==> src/sv/wfr_pkg.sv <==
`default_nettype none

package wfr_pkg;

    localparam int FRAMES_DEF          = 16;
    localparam int PAGE_BYTES          = 4096;
    localparam int PAGE_HEADER_BYTES   = 32;
    localparam int PAGE_DATA_BYTES     = PAGE_BYTES - PAGE_HEADER_BYTES;
    localparam int RECORD_HEADER_BYTES = 32;
    localparam int MAX_RECORD_BYTES    = 4064;
    localparam int RING_BUDGET_RST     = 61440;

    typedef enum logic [1:0] {
        OP_APPEND = 2'd0,
        OP_TAKE   = 2'd1,
        OP_MARK   = 2'd2,
        OP_QUERY  = 2'd3
    } t_op;

    typedef enum logic [1:0] {
        STAT_OK        = 2'd0,
        STAT_TOO_LARGE = 2'd1,
        STAT_RING_FULL = 2'd2
    } t_status;

    typedef enum logic {
        S_IDLE = 1'b0,
        S_EXEC = 1'b1
    } t_state;

endpackage

`default_nettype wire

==> src/sv/wfr_end_table.sv <==
`default_nettype none

module wfr_end_table
    import wfr_pkg::*;
#(
    parameter int FRAMES = FRAMES_DEF,
    localparam int IW = $clog2(FRAMES)
) (
    input  wire logic          i_clk,
    input  wire logic          i_rst_n,
    input  wire logic          i_we,
    input  wire logic [IW-1:0] i_waddr,
    input  wire logic [63:0]   i_wdata,
    input  wire logic          i_re,
    input  wire logic [IW-1:0] i_raddr,
    output logic [63:0]        o_rdata,
    output logic               o_busy
);

    logic [63:0]   r_mem [FRAMES];
    logic [63:0]   r_rdata;
    logic          r_busy;
    logic [IW-1:0] r_clr_idx;

    // zeroing sweep after reset, one entry per cycle
    always_ff @(posedge i_clk) begin
        if (!i_rst_n) begin
            r_busy    <= 1'b1;
            r_clr_idx <= '0;
        end else if (r_busy) begin
            if (r_clr_idx == IW'(FRAMES - 1)) begin
                r_busy <= 1'b0;
            end
            r_clr_idx <= r_clr_idx + 1'b1;
        end
    end

    always_ff @(posedge i_clk) begin
        if (r_busy) begin
            r_mem[r_clr_idx] <= '0;
        end else if (i_we) begin
            r_mem[i_waddr] <= i_wdata;
        end
        if (i_re) begin
            r_rdata <= r_mem[i_raddr];
        end
    end

    assign o_rdata = r_rdata;
    assign o_busy  = r_busy;

endmodule

`default_nettype wire

==> src/sv/wal_frame_ring_lsn_allocator_top.sv <==
// Accept cycle latches operands and reads the frame end-LSN table; execute cycle updates
// state and registers the result word. o_ready is low during the execute cycle, so a new
// word is taken only after the table read-modify-write completes; while a result
// word waits on i_ready the execute cycle holds and o_ready stays low.
// Reset (synchronous, active low) clears the architectural state and o_valid; the end-LSN
// table is then zeroed, during which o_ready stays low. Config writes are taken at any time.
`default_nettype none

module wal_frame_ring_lsn_allocator_top
    import wfr_pkg::*;
#(
    parameter int FRAMES = FRAMES_DEF
) (
    input  wire logic        i_clk,
    input  wire logic        i_rst_n,
    input  wire logic        i_cfg_we,
    input  wire logic [16:0] i_cfg_wdata,
    input  wire logic        i_valid,
    output logic             o_ready,
    input  wire logic [1:0]  i_operation,
    input  wire logic [15:0] i_body_length,
    input  wire logic [4:0]  i_take_limit,
    input  wire logic [63:0] i_target_lsn,
    output logic             o_valid,
    input  wire logic        i_ready,
    output logic [1:0]       o_status,
    output logic [63:0]      o_record_lsn,
    output logic [3:0]       o_frame_index,
    output logic [11:0]      o_frame_offset,
    output logic             o_frame_closed,
    output logic [11:0]      o_closed_frame_used,
    output logic [63:0]      o_closed_frame_first_lsn,
    output logic [4:0]       o_frames_taken,
    output logic [3:0]       o_cursor_frame,
    output logic [63:0]      o_cursor_lsn,
    output logic [63:0]      o_flushed_lsn,
    output logic             o_reached
);

    localparam int IW = $clog2(FRAMES);
    localparam int NW = IW + 5;

    function automatic logic [3:0] low4(input logic [IW-1:0] v);
        logic [IW+3:0] x;
        x = {4'b0, v};
        return x[3:0];
    endfunction

    // architectural state
    t_state        r_state,       n_state;
    logic [16:0]   r_ring_budget;
    logic [63:0]   r_next_lsn,    n_next_lsn;
    logic [63:0]   r_flush_mark,  n_flush_mark;
    logic [IW-1:0] r_wr_frame,    n_wr_frame;
    logic [11:0]   r_wr_fill,     n_wr_fill;
    logic [63:0]   r_open_first,  n_open_first;
    logic [63:0]   r_open_last,   n_open_last;
    logic [IW-1:0] r_rd_frame,    n_rd_frame;

    // operands latched at accept
    t_op           r_op;
    logic [16:0]   r_total;
    logic          r_too_large;
    logic [63:0]   r_unfl;
    logic [63:0]   r_tgt;
    logic          r_tgt_gt;
    logic [4:0]    r_take_n;
    logic [IW-1:0] r_rd_next;

    // result word
    logic          r_o_valid,   n_o_valid;
    t_status       r_o_status,  n_o_status;
    logic [63:0]   r_o_rec_lsn, n_o_rec_lsn;
    logic [3:0]    r_o_fidx,    n_o_fidx;
    logic [11:0]   r_o_foff,    n_o_foff;
    logic          r_o_closed,  n_o_closed;
    logic [11:0]   r_o_used,    n_o_used;
    logic [63:0]   r_o_first,   n_o_first;
    logic [4:0]    r_o_taken,   n_o_taken;
    logic [3:0]    r_o_cfr,     n_o_cfr;
    logic [63:0]   r_o_clsn,    n_o_clsn;
    logic [63:0]   r_o_flsn,    n_o_flsn;
    logic          r_o_reached, n_o_reached;

    // table port
    logic          tbl_we;
    logic [IW-1:0] tbl_waddr;
    logic [63:0]   tbl_wdata;
    logic          tbl_re;
    logic [IW-1:0] tbl_raddr;
    logic [63:0]   tbl_rdata;
    logic          tbl_busy;

    // accept-cycle precompute
    logic          accept;
    logic [16:0]   a_total;
    logic [64:0]   a_diff;
    logic [IW:0]   a_w_x, a_r_x, a_avail;
    logic [NW-1:0] a_avail_n, a_lim_n, a_n, a_rx_n, a_last_s, a_next_s;
    logic [NW-1:0] a_last, a_rnext;

    // execute-cycle terms
    logic          out_free;
    logic [16:0]   room;
    logic          full;
    logic          need_close;
    logic [IW-1:0] wr_frame_inc, eff_frame;
    logic [11:0]   eff_fill;

    assign accept = i_valid && o_ready;

    always_comb begin
        a_total   = 17'(RECORD_HEADER_BYTES) + {1'b0, i_body_length};
        a_diff    = {1'b0, r_next_lsn} - {1'b0, r_flush_mark};
        a_w_x     = {1'b0, r_wr_frame};
        a_r_x     = {1'b0, r_rd_frame};
        if (a_w_x >= a_r_x) begin
            a_avail = a_w_x - a_r_x;
        end else begin
            a_avail = a_w_x + (IW+1)'(FRAMES) - a_r_x;
        end
        a_avail_n = NW'(a_avail);
        a_lim_n   = NW'(i_take_limit);
        a_n       = (a_avail_n < a_lim_n) ? a_avail_n : a_lim_n;
        a_rx_n    = NW'(r_rd_frame);
        // sums stay below 2*FRAMES, so one conditional subtract wraps them
        a_last_s  = a_rx_n + a_n - 1'b1;
        a_next_s  = a_rx_n + a_n;
        a_last    = (a_last_s >= NW'(FRAMES)) ? a_last_s - NW'(FRAMES) : a_last_s;
        a_rnext   = (a_next_s >= NW'(FRAMES)) ? a_next_s - NW'(FRAMES) : a_next_s;
    end

    assign tbl_re    = accept;
    assign tbl_raddr = a_last[IW-1:0];

    always_ff @(posedge i_clk) begin
        if (accept) begin
            r_op        <= t_op'(i_operation);
            r_total     <= a_total;
            r_too_large <= a_total > 17'(MAX_RECORD_BYTES);
            r_unfl      <= a_diff[64] ? 64'd0 : a_diff[63:0];
            r_tgt       <= i_target_lsn;
            r_tgt_gt    <= i_target_lsn > r_flush_mark;
            r_take_n    <= a_n[4:0];
            r_rd_next   <= a_rnext[IW-1:0];
        end
    end

    always_comb begin
        out_free     = !r_o_valid || i_ready;
        room         = r_ring_budget - r_total;
        full         = (r_total > r_ring_budget) || (|r_unfl[63:17])
                       || (r_unfl[16:0] > room);
        need_close   = (18'(r_wr_fill) + 18'(r_total)) > 18'(PAGE_DATA_BYTES);
        wr_frame_inc = (r_wr_frame == IW'(FRAMES - 1)) ? '0 : r_wr_frame + 1'b1;
        eff_frame    = need_close ? wr_frame_inc : r_wr_frame;
        eff_fill     = need_close ? 12'd0 : r_wr_fill;

        n_state      = r_state;
        n_next_lsn   = r_next_lsn;
        n_flush_mark = r_flush_mark;
        n_wr_frame   = r_wr_frame;
        n_wr_fill    = r_wr_fill;
        n_open_first = r_open_first;
        n_open_last  = r_open_last;
        n_rd_frame   = r_rd_frame;

        n_o_valid    = r_o_valid && !i_ready;
        n_o_status   = r_o_status;
        n_o_rec_lsn  = r_o_rec_lsn;
        n_o_fidx     = r_o_fidx;
        n_o_foff     = r_o_foff;
        n_o_closed   = r_o_closed;
        n_o_used     = r_o_used;
        n_o_first    = r_o_first;
        n_o_taken    = r_o_taken;
        n_o_cfr      = r_o_cfr;
        n_o_clsn     = r_o_clsn;
        n_o_flsn     = r_o_flsn;
        n_o_reached  = r_o_reached;

        tbl_we       = 1'b0;
        tbl_waddr    = r_wr_frame;
        tbl_wdata    = r_open_last;

        o_ready      = (r_state == S_IDLE) && !tbl_busy;

        case (r_state)
            S_IDLE: begin
                if (accept) begin
                    n_state = S_EXEC;
                end
            end
            S_EXEC: begin
                if (out_free) begin
                    n_state     = S_IDLE;
                    n_o_valid   = 1'b1;
                    n_o_status  = STAT_OK;
                    n_o_rec_lsn = '0;
                    n_o_fidx    = '0;
                    n_o_foff    = '0;
                    n_o_closed  = 1'b0;
                    n_o_used    = '0;
                    n_o_first   = '0;
                    n_o_taken   = '0;
                    n_o_cfr     = '0;
                    n_o_clsn    = '0;
                    n_o_flsn    = r_flush_mark;
                    n_o_reached = 1'b0;
                    case (r_op)
                        OP_APPEND: begin
                            if (r_too_large) begin
                                n_o_status = STAT_TOO_LARGE;
                            end else if (full) begin
                                n_o_status = STAT_RING_FULL;
                            end else begin
                                // an empty frame is skipped without closing it
                                if (need_close && (r_wr_fill != 12'd0)) begin
                                    tbl_we     = 1'b1;
                                    n_o_closed = 1'b1;
                                    n_o_used   = r_wr_fill;
                                    n_o_first  = r_open_first;
                                end
                                n_o_rec_lsn = r_next_lsn;
                                n_o_fidx    = low4(eff_frame);
                                n_o_foff    = 12'(PAGE_HEADER_BYTES) + eff_fill;
                                if (eff_fill == 12'd0) begin
                                    n_open_first = r_next_lsn;
                                end
                                n_open_last = r_next_lsn;
                                n_wr_frame  = eff_frame;
                                n_wr_fill   = eff_fill + r_total[11:0];
                                n_next_lsn  = r_next_lsn + 64'(r_total);
                            end
                        end
                        OP_TAKE: begin
                            n_o_taken  = r_take_n;
                            n_o_cfr    = low4(r_rd_next);
                            n_o_clsn   = (r_take_n != 5'd0) ? tbl_rdata : 64'd0;
                            n_rd_frame = r_rd_next;
                        end
                        OP_MARK: begin
                            // flushed mark only rises
                            if (r_tgt_gt) begin
                                n_flush_mark = r_tgt;
                                n_o_flsn     = r_tgt;
                            end
                            n_o_reached = 1'b1;
                        end
                        OP_QUERY: begin
                            n_o_reached = !r_tgt_gt;
                        end
                        default: begin
                            n_o_reached = 1'b0;
                        end
                    endcase
                end
            end
            default: begin
                n_state = S_IDLE;
            end
        endcase
    end

    always_ff @(posedge i_clk) begin
        if (!i_rst_n) begin
            r_state       <= S_IDLE;
            r_ring_budget <= 17'(RING_BUDGET_RST);
            r_next_lsn    <= '0;
            r_flush_mark  <= '0;
            r_wr_frame    <= '0;
            r_wr_fill     <= '0;
            r_open_first  <= '0;
            r_open_last   <= '0;
            r_rd_frame    <= '0;
            r_o_valid     <= 1'b0;
        end else begin
            r_state       <= n_state;
            if (i_cfg_we) begin
                r_ring_budget <= i_cfg_wdata;
            end
            r_next_lsn    <= n_next_lsn;
            r_flush_mark  <= n_flush_mark;
            r_wr_frame    <= n_wr_frame;
            r_wr_fill     <= n_wr_fill;
            r_open_first  <= n_open_first;
            r_open_last   <= n_open_last;
            r_rd_frame    <= n_rd_frame;
            r_o_valid     <= n_o_valid;
        end
    end

    always_ff @(posedge i_clk) begin
        r_o_status  <= n_o_status;
        r_o_rec_lsn <= n_o_rec_lsn;
        r_o_fidx    <= n_o_fidx;
        r_o_foff    <= n_o_foff;
        r_o_closed  <= n_o_closed;
        r_o_used    <= n_o_used;
        r_o_first   <= n_o_first;
        r_o_taken   <= n_o_taken;
        r_o_cfr     <= n_o_cfr;
        r_o_clsn    <= n_o_clsn;
        r_o_flsn    <= n_o_flsn;
        r_o_reached <= n_o_reached;
    end

    wfr_end_table #(
        .FRAMES (FRAMES)
    ) u_end_table (
        .i_clk   (i_clk),
        .i_rst_n (i_rst_n),
        .i_we    (tbl_we),
        .i_waddr (tbl_waddr),
        .i_wdata (tbl_wdata),
        .i_re    (tbl_re),
        .i_raddr (tbl_raddr),
        .o_rdata (tbl_rdata),
        .o_busy  (tbl_busy)
    );

    assign o_valid                  = r_o_valid;
    assign o_status                 = r_o_status;
    assign o_record_lsn             = r_o_rec_lsn;
    assign o_frame_index            = r_o_fidx;
    assign o_frame_offset           = r_o_foff;
    assign o_frame_closed           = r_o_closed;
    assign o_closed_frame_used      = r_o_used;
    assign o_closed_frame_first_lsn = r_o_first;
    assign o_frames_taken           = r_o_taken;
    assign o_cursor_frame           = r_o_cfr;
    assign o_cursor_lsn             = r_o_clsn;
    assign o_flushed_lsn            = r_o_flsn;
    assign o_reached                = r_o_reached;

endmodule

`default_nettype wire

==> config.mk <==
export PLATFORM = sky130hd
export DESIGN_NAME = wal_frame_ring_lsn_allocator_top
export DESIGN_NICKNAME = d
export VERILOG_FILES = /design/src/sv/wfr_pkg.sv /design/src/sv/wfr_end_table.sv /design/src/sv/wal_frame_ring_lsn_allocator_top.sv
export SDC_FILE = /design/constraint.sdc
export NUM_CORES = 2
export LEC_CHECK = 0
export BUFFER_PORTS_ARGS = -buffer_cell sky130_fd_sc_hd__buf_2
export CORE_MARGIN = 4
export CORE_UTILIZATION = 57
export DETAILED_ROUTE_END_ITERATION = 7
export PLACE_DENSITY = 0.83
export SETUP_SLACK_MARGIN = 0.02
export SYNTH_ARGS = -nofsm -noshare
export SYNTH_HDL_FRONTEND = slang
export SYNTH_HIERARCHICAL = 1
export SYNTH_SLANG_ARGS = --single-unit
==> constraint.sdc <==
create_clock -name i_clk -period 10.9 [get_ports i_clk]
set_input_delay 1.635 -clock i_clk [delete_from_list [all_inputs] [get_ports i_clk]]
set_output_delay 1.635 -clock i_clk [all_outputs]
set_load 0.005 [all_outputs]
## Yosys cells after proc, flatten, opt, wreduce, memory -nomap -nowiden

Memories as Yosys holds them, arrays and structs flattened. A register that Yosys moved wholly into a read port is not among the register bits.
Cells that the tools add are included.

| word-level totals | value |
|---|---|
| logic and storage cells | 127 |
| output and inout bits | 299 |
| memories kept | 1 |
| RAM bits | 1024 |
| input bits | 109 |
| bits in registers | 755 |

Memories:

| name | words | width | rd ports | clocked after memory_dff | write ports | RTL line | source |
|---|---|---|---|---|---|---|---|
| u_end_table.r_mem | 16 | 64 | 1 | 1 | 1 | wfr_end_table.sv:20 | `logic [63:0] r_mem [FRAMES];` |

| operators by class | value |
|---|---|
| bitwise logic cells | 5 |
| $lt $le $gt $ge | 9 |
| reductions and logical operators | 25 |
| equal/unequal tests | 5 |
| add/sub/neg operators | 16 |
| muxes and demuxes | 33 |

Operators by type and width:

| operator | count |
|---|---|
| $mux W64 | 3 |
| $sub A64 B64 Y65 | 1 |
| $add A64 B17 Y64 | 1 |
| $gt A64 B64 Y1 | 1 |
| $reduce_or A64 Y1 | 1 |
| $reduce_or A47 Y1 | 1 |
| $gt A17 B17 Y1 | 2 |
| $mux W4 | 5 |
| $mux W1 | 19 |
| $add A12 B17 Y18 | 1 |
| $gt A18 B12 Y1 const B | 1 |
| $add A6 B16 Y17 const A | 1 |
| $gt A17 B12 Y1 const B | 1 |
| $sub A17 B17 Y17 | 1 |
| $add A12 B12 Y12 | 1 |
| $add A6 B12 Y12 const A | 1 |
| $logic_not A12 Y1 | 1 |
| $mux W12 | 1 |
| $reduce_bool A12 Y1 | 1 |
| $mux W5 | 2 |
| $ge A9 B5 Y1 const B | 1 |
| $add A4 B1 Y4 const B | 2 |
| $eq A4 B4 Y1 const B | 2 |
| $sub A4 B1 Y4 const B | 2 |
| other kinds (25) | 40 |

## Longest topological paths before layout

| depth | value |
|---|---|
| depth in word-level cells | 14 |
| depth in mapped cells | 28 |
| depth with buffers taken out | 27 |

## Cells and area by module

Netlist, hierarchy kept.

Modules (own cells, without submodules):

| module | area an instance (um^2) | instances | cells each | sequential area each (um^2) |
|---|---|---|---|---|
| wfr_end_table | 40920.5 | 1 | 1753 | 32771.4 |
| wal_frame_ring_lsn_allocator_top | 36349.9 | 1 | 3385 | 19568.8 |

## Worst setup path before layout

Ideal clock, no wire load.

| timing | value |
|---|---|
| kind | input-to-reg |
| start | input port i_ready |
| end | register r_rd_frame[0] |
| slack | 1948 ps |
| path buffers | 1 |
| stages | 7 |
| data arrival time | 8805 ps |
| required time | 10753 ps |
| path through | nand2b_1 -> nand2_1 -> clkbuf_1 -> inv_1 -> nand2_1 -> nand2_1 -> a21oi_1 |

| between the ends | value |
|---|---|
| longest elaborated chain between the ends | 2 |

RTL lines:

| element | RTL line | source |
|---|---|---|
| from (decl) | wal_frame_ring_lsn_allocator_top.sv:25 | `input wire logic i_ready,` |
| $logic_or A1 B1 Y1 | wal_frame_ring_lsn_allocator_top.sv:150 | `out_free = !r_o_valid \|\| i_ready;` |
| $reduce_and A3 Y1 (no source line) | - |  |
| to (signal assigned) | wal_frame_ring_lsn_allocator_top.sv:288 | `r_rd_frame <= n_rd_frame;` |
| to (decl) | wal_frame_ring_lsn_allocator_top.sv:58 | `logic [IW-1:0] r_rd_frame, n_rd_frame;` |

No other way between the ends.
A chain may end at the register's enable or synchronous reset.

## Worst setup path in the final report

| timing | value |
|---|---|
| start | register r_total[0] |
| end | memory u_end_table.r_mem[11][20] (enable) |

| between the ends | value |
|---|---|
| longest elaborated chain between the ends | 14 |
| elaborated cells on any way between the ends | 20 |

RTL lines:

| element | RTL line | source |
|---|---|---|
| from (decl) | wal_frame_ring_lsn_allocator_top.sv:62 | `logic [16:0] r_total;` |
| from (signal assigned) | wal_frame_ring_lsn_allocator_top.sv:139 | `r_total <= a_total;` |
| $add A12 B17 Y18 | wal_frame_ring_lsn_allocator_top.sv:154 | `need_close = (18'(r_wr_fill) + 18'(r_total)) > 18'(PAGE_DATA_BYTES);` |
| $gt A18 B12 Y1 | wal_frame_ring_lsn_allocator_top.sv:154 |  |
| $logic_and A1 B1 Y1 | wal_frame_ring_lsn_allocator_top.sv:218 | `if (need_close && (r_wr_fill != 12'd0)) begin` |
| $mux W1 | wal_frame_ring_lsn_allocator_top.sv:218 |  |
| $mux W1 * | wal_frame_ring_lsn_allocator_top.sv:214 | `end else if (full) begin` |
| $mux W1 * | wal_frame_ring_lsn_allocator_top.sv:212 | `if (r_too_large) begin` |
| $mux W1 * | wal_frame_ring_lsn_allocator_top.sv:210 | `case (r_op)` |
| $mux W1 * | wal_frame_ring_lsn_allocator_top.sv:195 | `if (out_free) begin` |
| $mux W1 * | wal_frame_ring_lsn_allocator_top.sv:188 | `case (r_state)` |
| named net tbl_we | wal_frame_ring_lsn_allocator_top.sv:86 | `logic tbl_we;` |
| $mux W1 * | wfr_end_table.sv:41 | `end else if (i_we) begin` |
| $mux W1 * | wfr_end_table.sv:39 | `if (r_busy) begin` |
| $mux W1 (not written as such) * | wfr_end_table.sv:42 | `r_mem[i_waddr] <= i_wdata;` |
| $reduce_or A64 Y1 (no source line) | - |  |
| $mux W4 (no source line) or $mux W1 (tied branches) | - |  |
| to (decl) | wfr_end_table.sv:20 |  |

The timed path passes the listed nets; every way through them passes the cells marked *.

==> impl_results.md <==
* Share of flip-flops with an asynchronous set or reset at 0%
* Yosys reg bits at 1,843
* Detailed Routing Iterations Pass 1 at 6
* First-pass GRT wire length at 307.7 mm
* CTS sink count at 1,843
* Total Routing Usage GR at 29.22%
* GP Congestion at 0.9469
* Top_reg_cell synth: edfxtp_1
* Pleak at 30.47 nW
* Worst Path Max Fanout at 41
* Vias/cell at 6.372
* Fmax at 0.1183 GHz
* EDFF count, synth at 1,543
* GR Util met3 at 6.673%
* DRC violations left at 0
* Multi-input logic area at 23,520 sq um
* Yosys warnings at 6
* Max-cap viol count at 0
* Starting Density at 57.61%
* Fin nets at 5,871
* Die area at 141,500 sq um
* Cells after synthesis at 5,138
* Wire per inst at 27.79 um
* Clock Path Buffers at 3
* ANT nets after route at 0
* Syn_nets at 5,471
* Insertion delay to the later sink of the worst-skew pair at 830 ps
* Critical Path RT at 11,330 ps
* Die Width at 376.2 um
* CTS root buffer: clkbuf_16
* CTS Buf Count at 178
* Depth of the CTS H-tree at 4
* Largest Register: u_end_table/r_mem
* I/O Buffers at 407
* Status: complete, no violations
* Io pins at 408
* Met1 Use GR at 37.58%
* Largest net degree at the start of global routing at 151
* Max reg flops at 1,024
* Synth unique cells at 85
* Clock-pin slew on the worst setup and hold paths at 60 ps
* Hold_buf cts at 0
* Final setup viols at 0
* Vias in the first global route at 47,750
* Slew HR at 18.17%
* Die Y at 376.2 um
* Worst Path Arrival at 8890 ps
* Setup ws final at 2449 ps
* Sequential Area at 52,340 sq um
* Slew Limit Fails at 0
* Fin. Hold Viols at 0
* CTS tree: done
* Share of post-route cells with drive strength above 1 at 19.33%
* CP Launch Type: register
* DR iter-0 viols at 5,843
* Final Skew at 30.49 ps
* Post-CTS sizing at 0
* Via Count at 47,530
* Gr busiest metal: met2
* Total Routed Length at 207.3 mm
* Fin crit period at 8451 ps
* Layout area overhead at 12.35%
* CORE AREA at 134,100 sq um
* Site Rows at 134
* Final hold slack at 447.5 ps
* Initial antenna violation count at 17
* Tightest Pin Transition at 1225 ps
* RSZ-0062 raised after global routing: false
* CP Class: register to register
* Synthesized cell area at 77,270 sq um
* P per Cell Area at 162.0 nW/um^2
* # fillers at 9,111
* Worst IR Drop VDD at 0.0001645 V
* Crit. End Element: register
* Sum Neg Setup Slack at 0 ps
* Pre-CTS setup slack at 2768 ps
* Postcts setup bufs at 0
* Sequential fraction of the synthesis area at 67.74%
* Post-detail-place hpwl at 123.7 mm
* Syn Area/Cell at 15.04 sq um
* Routing usage on met2 at 48.05%
* Grt total ovfl at 0
* Final Cycle Share at 77.53%
* HP Class: register to register
[power by group]
group | switching (mW) | internal (mW)
logic | 0.218 | 0.118
clock network | 2.73 | 3.31
registers | 0.0403 | 7.65
total | 2.99 | 11.1
[cell usage in the layout, fill, tap and decap left out, types with 46 or more instances in the layout]
| master | Yosys | layout |
|---|---|---|
| mux4_2 | 256 | 256 |
| nand4_1 | 48 | 48 |
| edfxtp_1 | 1543 | 1543 |
| a211oi_1 | 76 | 76 |
| nor2_1 | 373 | 356 |
| nand2_1 | 342 | 341 |
| clkbuf_16 | 0 | 179 |
| dfxtp_1 | 300 | 300 |
| inv_1 | 142 | 139 |
| xnor2_1 | 87 | 87 |
| buf_4 | 24 | 53 |
| clkbuf_1 | 176 | 46 |
| mux2_2 | 67 | 67 |
| xor2_1 | 82 | 82 |
| ha_1 | 217 | 217 |
| nand3_1 | 66 | 66 |
| a21oi_1 | 222 | 221 |
| and2_1 | 310 | 308 |
| a21o_1 | 84 | 84 |
| buf_2 | 21 | 407 |
| mux2i_1 | 93 | 93 |
| nor3_1 | 47 | 46 |
| o21ai_0 | 56 | 56 |
| a22oi_1 | 131 | 131 |
[critical path, stage by stage (launching register included)]
cell,delay [ps]
edfxtp_1,430
ha_1,200
inv_1,60
fa_1,390
a21o_1,180
a21oi_1,230
o21bai_1,90
a21oi_1,230
o21bai_1,90
a21oi_1,270
o211a_1,260
a21oi_1,100
a21oi_1,180
xor2_1,180
ha_1,270
a21o_1,160
a21o_1,170
a21oi_1,170
o21ai_1,110
a2111oi_1,590
nor2_1,160
nor3_1,270
nand3_1,280
nor2b_1,570
nor2b_1,260
a32oi_1,260
nor2_4,1070
buf_4,810
[per-layer routing]
| metal | up-vias | part of all wire [%] |
|---|---|---|
| met5 | - | 0.041 |
| met4 | 14 | 5.0 |
| met3 | 618 | 11 |
| met2 | 3116 | 49 |
| met1 | 23500 | 36 |
| li1 | 20280 | - |
[final timing paths]
check,start,to,slack [ps],cells after the start
max,r_total[0],u_end_table/r_mem[11][20],2450,27
min,r_open_last[62],r_open_last[62],450,2
max reg2reg,r_total[0],u_end_table/r_mem[11][20],2450,27
min reg2reg,r_open_last[62],r_open_last[62],450,2
[per-stage QoR]
step                cell area, sq um  total power [mW]  util (%)  instances
floorplan                      77270             8.016         -       5138
global placement               81160             8.133     60.51       7126
detailed placement             81160             8.153     60.51       7126
CTS                            86810             14.12     64.72       7458
global route                   86810             14.46     64.72       7458
finish                         86810             14.07     64.72       7459
[layout make-up]
cell class | instances | share of cell area, %
Inverter | 144 | 0.6572
Antenna cell | 1 | 0.002883
Multi-Input combinational cell | 2907 | 27.09
Clock inverter | 98 | 1.009
Sequential cell | 1843 | 60.29
Tap cell | 1768 | 2.548
Timing Repair Buffer | 464 | 2.897
Clock buffer | 234 | 5.501
[cells in the mapped netlist (21+ instances only)]
cell type  count  share of area, %
a21o_1        84              0.82
nand2b_1      25              0.20
clkbuf_1     176              0.85
o21ai_1       21              0.14
nor2b_1       35              0.28
o21bai_1      22              0.21
nand3_1       66              0.43
edfxtp_1    1543                60
and2_1       310               2.5
buf_4         24              0.23
buf_2         21              0.14
o21ai_0       56              0.36
mux2_2        67              0.98
o21a_1        23              0.22
mux4_2       256               7.5
nor4_1        31              0.25
nor3_1        47              0.30
ha_1         217               3.5
a211oi_1      76              0.74
xor2_1        82              0.93
nand2_1      342               1.7
inv_1        142              0.69
a22oi_1      131               1.3
and3_1        28              0.23
dfxtp_1      300               7.8
xnor2_1       87              0.99
nand4_1       48              0.39
a21oi_1      222               1.4
nor2_1       373               1.8
mux2i_1       93               1.2
[cell families (layout without fill, tap and decap cells)]
logic type      count (synthesis)  in the layout  share of synthesized area [%]
simple gates                 1360           1360                          8.632
other cells                     0              1                              0
mux                           416            416                          9.643
compound gates                737            737                          6.291
xor+xnor                      169            169                          1.916
fa+ha+maj                     225            225                          3.708
flops                        1843           1843                          67.74
buf+inv                       388            940                          2.074
No activity file was read; power rests on OpenSTA's default activity.
